### src/hw/rtl/spa_pkg.sv
`default_nettype none

package spa_pkg;

    localparam int MAX_TERMS  = 32;
    localparam int IDX_W      = $clog2(MAX_TERMS);
    localparam int CNT_W      = $clog2(MAX_TERMS + 1);
    localparam int COEFF_IN_W = 16;
    localparam int COEFF_W    = 32;
    localparam int POWER_W    = 8;

    localparam logic signed [COEFF_W-1:0] COEFF_MAX = {1'b0, {(COEFF_W-1){1'b1}}};
    localparam logic signed [COEFF_W-1:0] COEFF_MIN = {1'b1, {(COEFF_W-1){1'b0}}};

    // One table entry; the packing matches the result tdata layout.
    typedef struct packed {
        logic [POWER_W-1:0]        power;
        logic signed [COEFF_W-1:0] coeff;
    } entry_t;

    typedef struct packed {
        logic             we;
        logic [IDX_W-1:0] waddr;
        entry_t           wdata;
        logic [IDX_W-1:0] raddr;
    } mem_req_t;

    typedef struct packed {
        logic signed [COEFF_W-1:0] sum;
        logic                      sum_zero;
        logic                      pow_gt;
        logic                      pow_eq;
    } alu_res_t;

    typedef enum logic [3:0] {
        ST_IDLE,
        ST_SRCH,
        ST_SCMP,
        ST_INS_CHK,
        ST_INS_RD,
        ST_INS_WR,
        ST_DEL_RD,
        ST_DEL_WR,
        ST_OUT_RD,
        ST_OUT_LD
    } state_t;

endpackage

`default_nettype wire

### src/hw/rtl/spa_ram.sv
`default_nettype none

module spa_ram #(
    parameter int DEPTH = 32,
    parameter int WIDTH = 40,
    localparam int AW   = $clog2(DEPTH)
) (
    input  wire logic             aclk,
    input  wire logic             we,
    input  wire logic [AW-1:0]    waddr,
    input  wire logic [WIDTH-1:0] wdata,
    input  wire logic [AW-1:0]    raddr,
    output logic      [WIDTH-1:0] rdata
);

    logic [WIDTH-1:0] mem [DEPTH];
    logic [WIDTH-1:0] rdata_reg;

    always_ff @(posedge aclk) begin
        if (we) begin
            mem[waddr] <= wdata;
        end
        rdata_reg <= mem[raddr];
    end

    assign rdata = rdata_reg;

endmodule

`default_nettype wire

### src/hw/rtl/spa_alu.sv
`default_nettype none

module spa_alu (
    input  wire logic signed [spa_pkg::COEFF_W-1:0]    acc_coeff,
    input  wire logic signed [spa_pkg::COEFF_IN_W-1:0] add_coeff,
    input  wire logic        [spa_pkg::POWER_W-1:0]    entry_power,
    input  wire logic        [spa_pkg::POWER_W-1:0]    key_power,
    output spa_pkg::alu_res_t                          res
);

    import spa_pkg::*;

    logic signed [COEFF_W:0] sum_wide;

    always_comb begin
        sum_wide = (COEFF_W+1)'(acc_coeff) + (COEFF_W+1)'(add_coeff);
        // The top two bits disagree only when the 32-bit range was left.
        if (sum_wide[COEFF_W] != sum_wide[COEFF_W-1]) begin
            res.sum = sum_wide[COEFF_W] ? COEFF_MIN : COEFF_MAX;
        end else begin
            res.sum = sum_wide[COEFF_W-1:0];
        end
        res.sum_zero = (res.sum == '0);
        res.pow_gt   = (entry_power > key_power);
        res.pow_eq   = (entry_power == key_power);
    end

endmodule

`default_nettype wire

### src/hw/rtl/spa_ctrl.sv
`default_nettype none

module spa_ctrl (
    input  wire logic                                  aclk,
    input  wire logic                                  aresetn,
    input  wire logic                                  in_valid,
    output logic                                       in_ready,
    input  wire logic signed [spa_pkg::COEFF_IN_W-1:0] in_coeff,
    input  wire logic        [spa_pkg::POWER_W-1:0]    in_power,
    input  wire logic                                  in_last,
    output logic                                       out_valid,
    input  wire logic                                  out_ready,
    output spa_pkg::entry_t                            out_entry,
    output logic                                       out_last,
    output logic                                       out_overflow,
    output spa_pkg::mem_req_t                          mem_req,
    input  spa_pkg::entry_t                            mem_rdata,
    output logic signed [spa_pkg::COEFF_IN_W-1:0]      key_coeff,
    output logic        [spa_pkg::POWER_W-1:0]         key_power,
    input  spa_pkg::alu_res_t                          alu_res
);

    import spa_pkg::*;

    state_t                    state_reg, state_next;
    logic [CNT_W-1:0]          count_reg, count_next;
    logic [CNT_W-1:0]          idx_reg, idx_next;
    logic [CNT_W-1:0]          k_reg, k_next;
    logic                      dropped_reg, dropped_next;
    logic signed [COEFF_IN_W-1:0] coeff_reg, coeff_next;
    logic [POWER_W-1:0]        power_reg, power_next;
    logic                      last_reg, last_next;
    logic                      m_valid_reg, m_valid_next;
    entry_t                    m_entry_reg, m_entry_next;
    logic                      m_last_reg, m_last_next;
    logic                      m_ovf_reg, m_ovf_next;

    logic [CNT_W-1:0]          k_inc, k_dec, idx_inc;
    logic                      finish;
    logic                      out_free;
    logic                      final_term;

    assign k_inc    = k_reg + CNT_W'(1);
    assign k_dec    = k_reg - CNT_W'(1);
    assign idx_inc  = idx_reg + CNT_W'(1);
    assign out_free = !m_valid_reg || out_ready;

    always_comb begin
        state_next   = state_reg;
        count_next   = count_reg;
        idx_next     = idx_reg;
        k_next       = k_reg;
        dropped_next = dropped_reg;
        coeff_next   = coeff_reg;
        power_next   = power_reg;
        last_next    = last_reg;
        m_valid_next = m_valid_reg && !out_ready;
        m_entry_next = m_entry_reg;
        m_last_next  = m_last_reg;
        m_ovf_next   = m_ovf_reg;
        finish       = 1'b0;
        final_term   = 1'b0;
        in_ready     = 1'b0;

        mem_req.we    = 1'b0;
        mem_req.waddr = k_reg[IDX_W-1:0];
        mem_req.wdata = mem_rdata;
        mem_req.raddr = idx_reg[IDX_W-1:0];

        case (state_reg)
            ST_IDLE: begin
                in_ready = 1'b1;
                if (in_valid) begin
                    coeff_next = in_coeff;
                    power_next = in_power;
                    last_next  = in_last;
                    idx_next   = '0;
                    k_next     = '0;
                    // A zero coefficient leaves the table alone.
                    if (in_coeff != '0) begin
                        state_next = ST_SRCH;
                    end else if (in_last) begin
                        state_next = ST_OUT_RD;
                    end
                end
            end
            ST_SRCH: begin
                if (idx_reg >= count_reg) begin
                    state_next = ST_INS_CHK;
                end else begin
                    state_next = ST_SCMP;
                end
            end
            ST_SCMP: begin
                if (alu_res.pow_gt) begin
                    idx_next   = idx_inc;
                    state_next = ST_SRCH;
                end else if (alu_res.pow_eq) begin
                    if (!alu_res.sum_zero) begin
                        mem_req.we          = 1'b1;
                        mem_req.waddr       = idx_reg[IDX_W-1:0];
                        mem_req.wdata.power = power_reg;
                        mem_req.wdata.coeff = alu_res.sum;
                        finish              = 1'b1;
                    end else begin
                        k_next     = idx_reg;
                        state_next = ST_DEL_RD;
                    end
                end else begin
                    state_next = ST_INS_CHK;
                end
            end
            ST_INS_CHK: begin
                if (count_reg >= CNT_W'(MAX_TERMS)) begin
                    dropped_next = 1'b1;
                    finish       = 1'b1;
                end else begin
                    k_next     = count_reg;
                    state_next = ST_INS_RD;
                end
            end
            ST_INS_RD: begin
                if (k_reg > idx_reg) begin
                    mem_req.raddr = k_dec[IDX_W-1:0];
                    state_next    = ST_INS_WR;
                end else begin
                    mem_req.we          = 1'b1;
                    mem_req.waddr       = idx_reg[IDX_W-1:0];
                    mem_req.wdata.power = power_reg;
                    mem_req.wdata.coeff = COEFF_W'(coeff_reg);
                    count_next          = count_reg + CNT_W'(1);
                    finish              = 1'b1;
                end
            end
            ST_INS_WR: begin
                mem_req.we = 1'b1;
                k_next     = k_dec;
                state_next = ST_INS_RD;
            end
            ST_DEL_RD: begin
                if (k_inc < count_reg) begin
                    mem_req.raddr = k_inc[IDX_W-1:0];
                    state_next    = ST_DEL_WR;
                end else begin
                    count_next = count_reg - CNT_W'(1);
                    finish     = 1'b1;
                end
            end
            ST_DEL_WR: begin
                mem_req.we = 1'b1;
                k_next     = k_inc;
                state_next = ST_DEL_RD;
            end
            ST_OUT_RD: begin
                mem_req.raddr = k_reg[IDX_W-1:0];
                state_next    = ST_OUT_LD;
            end
            ST_OUT_LD: begin
                mem_req.raddr = k_reg[IDX_W-1:0];
                if (out_free) begin
                    m_valid_next = 1'b1;
                    m_ovf_next   = dropped_reg;
                    if (count_reg == '0) begin
                        m_entry_next = '0;
                        final_term   = 1'b1;
                    end else begin
                        m_entry_next = mem_rdata;
                        final_term   = (k_inc == count_reg);
                    end
                    m_last_next = final_term;
                    if (final_term) begin
                        count_next   = '0;
                        dropped_next = 1'b0;
                        state_next   = ST_IDLE;
                    end else begin
                        k_next     = k_inc;
                        state_next = ST_OUT_RD;
                    end
                end
            end
            default: begin
                state_next = ST_IDLE;
            end
        endcase

        if (finish) begin
            k_next     = '0;
            state_next = last_reg ? ST_OUT_RD : ST_IDLE;
        end
    end

    always_ff @(posedge aclk) begin
        if (!aresetn) begin
            state_reg   <= ST_IDLE;
            count_reg   <= '0;
            dropped_reg <= 1'b0;
            m_valid_reg <= 1'b0;
        end else begin
            state_reg   <= state_next;
            count_reg   <= count_next;
            dropped_reg <= dropped_next;
            m_valid_reg <= m_valid_next;
        end
    end

    always_ff @(posedge aclk) begin
        idx_reg     <= idx_next;
        k_reg       <= k_next;
        coeff_reg   <= coeff_next;
        power_reg   <= power_next;
        last_reg    <= last_next;
        m_entry_reg <= m_entry_next;
        m_last_reg  <= m_last_next;
        m_ovf_reg   <= m_ovf_next;
    end

    assign out_valid    = m_valid_reg;
    assign out_entry    = m_entry_reg;
    assign out_last     = m_last_reg;
    assign out_overflow = m_ovf_reg;
    assign key_coeff    = coeff_reg;
    assign key_power    = power_reg;

endmodule

`default_nettype wire

### src/hw/rtl/sparse_polynomial_adder_unit.sv
`default_nettype none

// Channel   Dir  Handshake          tdata (low bit up)             tlast       tuser
// s_        in   s_tvalid/s_tready  term_coeff[15:0], power[23:16] term_last   -
// m_        out  m_tvalid/m_tready  out_coeff[31:0], power[39:32]  out_last    out_overflow
//
// An input item with a zero coefficient leaves the table alone; otherwise
// the table is scanned entry by entry and entries are moved to open or
// close a gap, all through the one table memory. A last item then starts
// the readout of the result terms, in order of falling power. s_tready is
// high only while idle; a stalled m_tready holds the readout. Reset (aresetn
// low, synchronous) empties the table and clears the drop flag.

module sparse_polynomial_adder_unit (
    input  wire logic        aclk,
    input  wire logic        aresetn,
    input  wire logic        s_tvalid,
    output logic             s_tready,
    input  wire logic [23:0] s_tdata,   // term_coeff[15:0], term_power[23:16]
    input  wire logic        s_tlast,
    output logic             m_tvalid,
    input  wire logic        m_tready,
    output logic      [39:0] m_tdata,   // out_coeff[31:0], out_power[39:32]
    output logic             m_tlast,
    output logic      [0:0]  m_tuser    // out_overflow[0]
);

    import spa_pkg::*;

    mem_req_t                  mem_req;
    entry_t                    mem_rdata;
    entry_t                    out_entry;
    alu_res_t                  alu_res;
    logic signed [COEFF_IN_W-1:0] key_coeff;
    logic [POWER_W-1:0]        key_power;
    logic                      out_overflow;

    spa_ctrl u_ctrl (
        .aclk         (aclk),
        .aresetn      (aresetn),
        .in_valid     (s_tvalid),
        .in_ready     (s_tready),
        .in_coeff     (s_tdata[COEFF_IN_W-1:0]),
        .in_power     (s_tdata[COEFF_IN_W+POWER_W-1:COEFF_IN_W]),
        .in_last      (s_tlast),
        .out_valid    (m_tvalid),
        .out_ready    (m_tready),
        .out_entry    (out_entry),
        .out_last     (m_tlast),
        .out_overflow (out_overflow),
        .mem_req      (mem_req),
        .mem_rdata    (mem_rdata),
        .key_coeff    (key_coeff),
        .key_power    (key_power),
        .alu_res      (alu_res)
    );

    spa_alu u_alu (
        .acc_coeff   (mem_rdata.coeff),
        .add_coeff   (key_coeff),
        .entry_power (mem_rdata.power),
        .key_power   (key_power),
        .res         (alu_res)
    );

    spa_ram #(
        .DEPTH (MAX_TERMS),
        .WIDTH ($bits(entry_t))
    ) u_ram (
        .aclk  (aclk),
        .we    (mem_req.we),
        .waddr (mem_req.waddr),
        .wdata (mem_req.wdata),
        .raddr (mem_req.raddr),
        .rdata (mem_rdata)
    );

    assign m_tdata    = out_entry;
    assign m_tuser[0] = out_overflow;

`ifndef SYNTHESIS
    // A result that is not the last one of a readout means the table is
    // still being read out, so no new item may be taken.
    a_busy_in_readout: assert property (@(posedge aclk) disable iff (!aresetn)
        m_tvalid && !m_tlast |-> !s_tready)
        else $error("item accepted in the middle of a readout");

    // A nonzero term always starts a table search.
    a_busy_after_term: assert property (@(posedge aclk) disable iff (!aresetn)
        s_tvalid && s_tready && (s_tdata[15:0] != 16'd0) |=> !s_tready)
        else $error("ready stayed high after a nonzero term");

    // A result that is offered but not taken stays as it is.
    a_hold_result: assert property (@(posedge aclk) disable iff (!aresetn)
        m_tvalid && !m_tready |=> m_tvalid && $stable(m_tdata) && $stable(m_tlast)
            && $stable(m_tuser))
        else $error("result changed while it waited");

    a_reset_clears: assert property (@(posedge aclk)
        !aresetn |=> !m_tvalid && s_tready)
        else $error("reset did not return the block to idle");
`endif

endmodule

`default_nettype wire
### config.mk
export PLATFORM = sky130hd
export DESIGN_NAME = sparse_polynomial_adder_unit
export DESIGN_NICKNAME = d
export VERILOG_FILES = /design/src/hw/rtl/spa_pkg.sv /design/src/hw/rtl/spa_ram.sv /design/src/hw/rtl/spa_alu.sv /design/src/hw/rtl/spa_ctrl.sv /design/src/hw/rtl/sparse_polynomial_adder_unit.sv
export SDC_FILE = /design/constraint.sdc
export NUM_CORES = 2
export LEC_CHECK = 0
export BUFFER_PORTS_ARGS = -buffer_cell sky130_fd_sc_hd__buf_2
export CAP_MARGIN = 15
export CORE_ASPECT_RATIO = 0.9
export CORE_MARGIN = 4
export CORE_UTILIZATION = 50
export CTS_CLUSTER_SIZE = 16
export DETAILED_ROUTE_END_ITERATION = 6
export PLACE_DENSITY = 0.69
export SLEW_MARGIN = 20
export SYNTH_ARGS = -nofsm -noshare
export SYNTH_HDL_FRONTEND = slang
export SYNTH_SLANG_ARGS = --single-unit
### constraint.sdc
create_clock -name aclk -period 21.4 [get_ports aclk]
set_input_delay 2.14 -clock aclk [delete_from_list [all_inputs] [get_ports aclk]]
set_output_delay 2.14 -clock aclk [all_outputs]
set_load 0.01 [all_outputs]
# == Word level (Yosys, flattened, before mapping) ==
# Memory sizes are Yosys's and may differ from the RTL's. A register that Yosys moved wholly into a read port is not among the register bits.
# Index checks and enable logic that the tools add are counted.
# totals
in_bits,29
elab_cells,137
memories,1
reg_bits,91
output_inout_bits,44
ramBits,1280
# op_classes
n_mux,60
n_reduce_logical,21
n_addsub,6
order_cmp,5
eq_ne,31
# mem_list
name,depth,word_bits,rd,rd_clocked_by_memory_dff,wr,line_no,text
u_ram.mem,32,40,1,1,1,spa_ram.sv:16,logic [WIDTH-1:0] mem [DEPTH];
# op_table
cell,n
46-bit 2-to-1 mux,4
45-bit case mux with 2 select lines,1
6-bit 2-to-1 mux,12
32-bit 2-to-1 mux,2
4-bit 2-to-1 mux,13
4-bit case mux with 10 select lines,1
6-bit case mux with 6 select lines,1
32-bit by 16-bit adder with 33-bit output,1
32-bit logical NOT,1
6-bit by 1-bit adder with 6-bit output (second input constant),3
1-bit 2-to-1 mux,18
6-bit case mux with 3 select lines,1
4-bit by 3-bit equality test with 1-bit output (second input constant),4
2-bit inequality test (second input constant),8
16-bit nonzero test,1
5-bit case mux with 3 select lines,1
6-bit case mux with 2 select lines,1
6-bit by 1-bit subtractor with 6-bit output (second input constant),2
5-bit 2-to-1 mux,2
3-bit by 1-bit inequality test with 1-bit output (second input constant),3
4-bit by 2-bit equality test with 1-bit output (second input constant),2
4-bit equality test (second input constant),2
8-bit equality test,1
8-bit > comparator,1
other kinds (29),37

# == Longest topological paths before layout ==
# depth
depth_word,10
depth_mapped,20
ltp_nobuf,16

# == Hierarchy ==
# A second synthesis with hierarchy kept.
# hier_totals
cells_unflattened,3683
hier_area_um2,58353.5
# by_module_without_submodules
module,n_inst,cells_each,seq_area_each_um2,area_each_um2
spa_ram,1,2813,39237.6,50564.7
spa_ctrl,1,511,2552.4,5288.8
spa_alu,1,359,0.0,2499.9

# == Worst setup path before layout ==
# Ideal clock, no wire load.
# synth_timing
kind,reg-to-reg
startpoint,reg u_ctrl.coeff_reg[15] (netlist: u_ctrl.key_coeff[15])
endpoint,"mem u_ram.mem[31][0], enable pin"
period_less_slack_ns,8.577
setup_time_ns,0.551
n_path_buf,1
required_ns,20.849
arrival_ns,8.026
stages_incl_launch_ff,15
path_slack_ns,12.823
cell_sequence,edfxtp_1 > ha_1 > clkbuf_1 > a21oi_1 > nor2b_1 > a311o_1 > a21o_1 > a211o_1 > a2111o_1 > or3_1 > o21a_1 > a31o_4 > nor2_4 > mux2_2 > nor4b_1
# synth_between
elab_chain_len,10
word_cells_on_any_way,12
classes_between,add/sub (1); eq/ne (1); mux (9); reduce/logical (1)
# synth_lines
item,line_no,text
from (decl),spa_ctrl.sv:30,"logic signed [COEFF_IN_W-1:0] coeff_reg, coeff_next;"
from (signal assigned),spa_ctrl.sv:209,coeff_reg <= coeff_next;
32-bit by 16-bit adder with 33-bit output (*),spa_alu.sv:16,sum_wide = (COEFF_W+1)'(acc_coeff) + (COEFF_W+1)'(add_coeff);
32-bit 2-to-1 mux or 1-bit inequality test (tied branches),"spa_alu.sv:19, spa_alu.sv:18",
32-bit 2-to-1 mux (*),spa_alu.sv:18,if (sum_wide[COEFF_W] != sum_wide[COEFF_W-1]) begin
32-bit logical NOT (*),spa_alu.sv:23,res.sum_zero = (res.sum == '0);
46-bit 2-to-1 mux (*),spa_ctrl.sv:99,if (!alu_res.sum_zero) begin
46-bit 2-to-1 mux (*),spa_ctrl.sv:98,end else if (alu_res.pow_eq) begin
46-bit 2-to-1 mux (*),spa_ctrl.sv:95,if (alu_res.pow_gt) begin
1-bit case mux with 3 select lines,spa_ctrl.sv:70,case (state_reg)
1-bit 2-to-1 mux,spa_ram.sv:20,if (we) begin
1-bit 2-to-1 mux (not written as such),spa_ram.sv:21,mem[waddr] <= wdata;
to (decl),spa_ram.sv:16,
# Mark *: on every way between the ends. The rest lies on a longest branch, timed or not.

# == Worst setup path in the final report ==
# layout_timing
startpoint,reg u_ctrl.k_reg[0]
endpoint,"reg u_ram.rdata_reg[29] (netlist: u_ram.rdata[29]), read port of u_ram.mem"
# layout_between
elab_chain_len,4
word_cells_on_any_way,7
classes_between,add/sub (2); order compare (2); mux (3)
# layout_lines
item,line_no,text
from (decl),spa_ctrl.sv:28,"logic [CNT_W-1:0] k_reg, k_next;"
from (signal assigned),spa_ctrl.sv:208,k_reg <= k_next;
6-bit by 1-bit adder with 6-bit output,spa_ctrl.sv:43,assign k_inc = k_reg + CNT_W'(1);
6-bit less-than comparator,spa_ctrl.sv:141,if (k_inc < count_reg) begin
5-bit 2-to-1 mux,spa_ctrl.sv:141,
5-bit case mux with 3 select lines (*),spa_ctrl.sv:70,
to (decl),spa_ram.sv:17,logic [WIDTH-1:0] rdata_reg;
# Marks and branches as above.
# A chain may end at the register's enable or synchronous reset.

==> metrics.md <==
| Metric | Value |
|---|---|
| Outcome | finished, final reports clean |
| Setup bufs post-CTS | 0 |
| Cell area after layout | 64,300 um2 |
| Via count | 36.2k |
| Final setup violation count | 0 |
| Fillers | 8,789 |
| DR iter-0 viols | 5,071 |
| Fin. Hold Viols | 0 |
| CTS buffer count | 137 |
| Drt wl/cell | 28.9 um |
| WP data required | 22.09 ns |
| Maximum VDD drop | 85.8 uV |
| XOR/XNOR Fraction of Synth Area | 0.519% |
| Die area | 120,000 um2 |
| Pre-Repair DR Iteration Count | 6 |
| Gr usage total | 26.7% |
| Post-Synth Simple-Gate Area | 9.05% |
| Largest net degree at the start of global routing | 172 |
| Mux cell area share after synthesis | 5.72% |
| FF-to-FF End | u_ram.rdata[29] |
| Clock root cell | clkbuf_16 |
| Final HPWL from detailed placement | 88.8 mm |
| Netlist cell types | 79 |
| Core area | 114,000 um2 |
| Design Power | 8850 uW |
| Cell area after synthesis | 57,400 um2 |
| Max Fclk | 129 MHz |
| Initial Util | 50.5% |
| YS warnings | 0 |
| Row count | 117 |
| Syn_area_per_cell | 14.6 um2 |
| Synth area leaders | edfxtp_1 71%, mux2i_1 5.7%, nand2_1 5.1% |
| Largest register FFs | 1,280 |
| Layout cell share with drive strength beyond 1 | 11.2% |
| Syn Nets | 4,021 |
| EDFF count, synth | 1,353 |
| Min Tclk post-route | 7.76 ns |
| Min-delay worst type | reg -> reg |
| Min-delay src | u_ctrl.dropped_reg |
| Post-route ant nets | 0 |
| RSZ-0062 raised after global routing | no |
| Setup tns final | 0 ns |
| Slew @ Worst Pin | 1.18 ns |
| Worst hold path depth | 0 |
| Clock slew at reported path FFs | 0.06 ns |
| Vias per std cell | 6.46 |
| GPL Wtd Cong | 0.940 |
| Worst-case reg-to-reg path depth | 18 |
| Worst Hold Path EP | u_ctrl.out_overflow |
| CTS tree | built |
| Lkg Pwr | 0.0216 uW |
| Top Ports | 73 |
| Clock Latency Late Sink | 0.76 ns |
| Cts hold-fix bufs | 0 |
| Die Span X | 365 um |
| Data arrival, critical path | 8.45 ns |
| Compound-Gate Fraction of Synth Area | 8.64% |
| Relative slew slack | 21.6% |
| Vias in the first global route | 33.6k |
| Clk_skew | 0.0246 ns |
| WHS | 0.431 ns |
| Main flop type after synthesis | edfxtp_1 |
| DR DRC count | 0 |
| WS Path Type | reg -> reg |
| # nets final | 4,094 |
| Initial antenna violation count | 12 |
| Slew Limit Fails | 0 |
| Die Y | 329 um |
| Multi-input logic area | 15,000 um2 |
| Setup crit end kind | register |
| Routed WL | 162 mm |
| Cell taking the most area after synthesis | edfxtp_1 |
| Adder-Cell Fraction of Synth Area | 1.49% |
| Clk buf depth | 3 |
| Post-synthesis async set-or-reset flop share | 0% |
| FF+latch area | 41,800 um2 |
| Post_cts resized | 0 |
| R2R Setup Slk | 13.64 ns |
| Seq/Total Area, Yosys | 72.8% |
| Mapped Cells | 3,925 |
| Clock sink count | 1,411 |
| Placement Cell Area | 59,900 um2 |
| Critical path launch point type | register |
| Gr ovfl total | 0 |
| Crit Path Max Fanout | 171 |
| Htree depth | 4 |
| Final Cycle Share | 36.2% |
| Layout overhead on the synthesized area | 11.9% |
| PwrDens | 138 nW/um2 |
| Port Buffer Count | 72 |
| Global-route wire length before repair | 233 mm |
| Max-Cap Viols | 0 |
| Worst flop-to-flop path startpoint | u_ctrl.k_reg[0] |
| Top cell type's share of synthesized area | 70.8% |
| Largest family of logic cells by synthesized area | simple AND/OR/NAND/NOR gates |
| Seq cells post-synth | 1,411 |
[worst max-delay path: stages, from the launching register on]
cell,delay (ns)
dfxtp_1,0.66
ha_1,0.36
nand3_1,0.12
xnor2_1,0.22
ha_1,0.35
nand4_1,0.11
a21oi_1,0.14
a211oi_1,0.09
nor2b_1,0.20
o21bai_1,0.39
a21o_1,0.34
a221o_4,0.84
buf_12,0.73
buf_4,0.91
buf_4,0.97
mux2i_1,0.21
a32oi_1,0.28
nand4_1,0.13
nor2_1,0.10
[layout by cell type, fill, tap and decap left out, types with 10 or more instances in the layout]
master / Yosys / routed
nand4_1: 96 / 96
clkbuf_1: 202 / 37
buf_4: 1 / 85
edfxtp_1: 1353 / 1353
a21o_1: 15 / 15
ha_1: 65 / 65
a21oi_1: 66 / 65
dfxtp_1: 58 / 58
xnor2_1: 21 / 21
a22oi_1: 34 / 34
clkbuf_16: 0 / 139
nor2b_1: 16 / 16
o21a_1: 11 / 11
xor2_1: 13 / 13
buf_2: 12 / 72
nor2_4: 1 / 20
mux2i_1: 325 / 325
nor2_1: 122 / 101
or3_1: 11 / 11
nand2_1: 785 / 777
o21ai_0: 66 / 58
nor4_2: 2 / 14
and3_1: 11 / 10
and2_1: 49 / 49
clkinv_1: 0 / 21
inv_1: 39 / 39
o21ai_1: 5 / 10
nand3_1: 14 / 14
nor3_1: 20 / 16
a32oi_1: 325 / 325
clkinv_2: 0 / 25
[power by group]
part | switching, uW | internal [uW]
logic | 2010 | 796
registers | 140 | 3550
clock network | 1040 | 1310
total | 3190 | 5660
[cells in the mapped netlist, drive strengths merged, types with 9 or more instances]
cell	instances
nor3	28
mux2i	325
nor2b	16
nand4	96
nor4	23
xnor2	21
o21ai	72
a32oi	326
dfxtp	58
buf	25
a221oi	9
a21o	15
inv	39
or3	11
edfxtp	1353
nand3	14
a21oi	66
ha	65
nor2	123
clkbuf	202
nand2b	9
nand2	786
and2	50
a211oi	10
o21a	11
a22oi	34
and3	11
xor2	13
[kinds of logic after synthesis]
kind of cell / count (synthesis)
compound gates: 631
xor+xnor: 34
fa+ha+maj: 67
buf+inv: 266
flops: 1411
mux: 328
simple gates: 1188
[area by class of cell]
type	instances	share of cell area, %
clock buffer	185	5.82
antenna	4	0.0156
tap	1487	2.90
inverter	39	0.228
sequential	1411	65.0
timing repair buffer	161	1.65
clock inverter	69	0.975
multi-input combinational	2248	23.4
[routing by layer]
layer | share of wire (%) | track usage (%) | wire length [um]
met3 | 12 | 5.75 | 19000
met2 | 43 | 38.9 | 70500
met5 | 0.033 | 0 | 54
met4 | 3.4 | 9.28 | 5440
met1 | 41 | 40.0 | 67100
[how the worst max path moves through the flow]
stage | start | endpoint | slack [ns] | cells after the start
floorplan | u_ctrl.key_coeff[15] | u_ram.mem[31][0] | 12.82 | 14
global placement | u_ctrl.key_coeff[15] | u_ram.mem[21][8] | 14.08 | 15
detailed placement | u_ctrl.k_reg[0] | u_ram.rdata[29] | 13.93 | 18
CTS | u_ctrl.k_reg[0] | u_ram.rdata[29] | 13.92 | 18
global route | u_ctrl.k_reg[0] | u_ram.rdata[21] | 13.29 | 18
finish | u_ctrl.k_reg[0] | u_ram.rdata[29] | 13.64 | 18
[through the flow]
step           setup WS, ns  std cells  utilization [%]
2_1_floorplan         12.82       3925                -
4_1_cts               13.92       5599             56.5
5_1_grt               13.29       5600             56.6
6_report              13.64       5604             56.6
3_5_place_dp          13.93       5345             52.7
3_3_place_gp          14.08       5343             52.7
(Power assumes the default switching activity.)
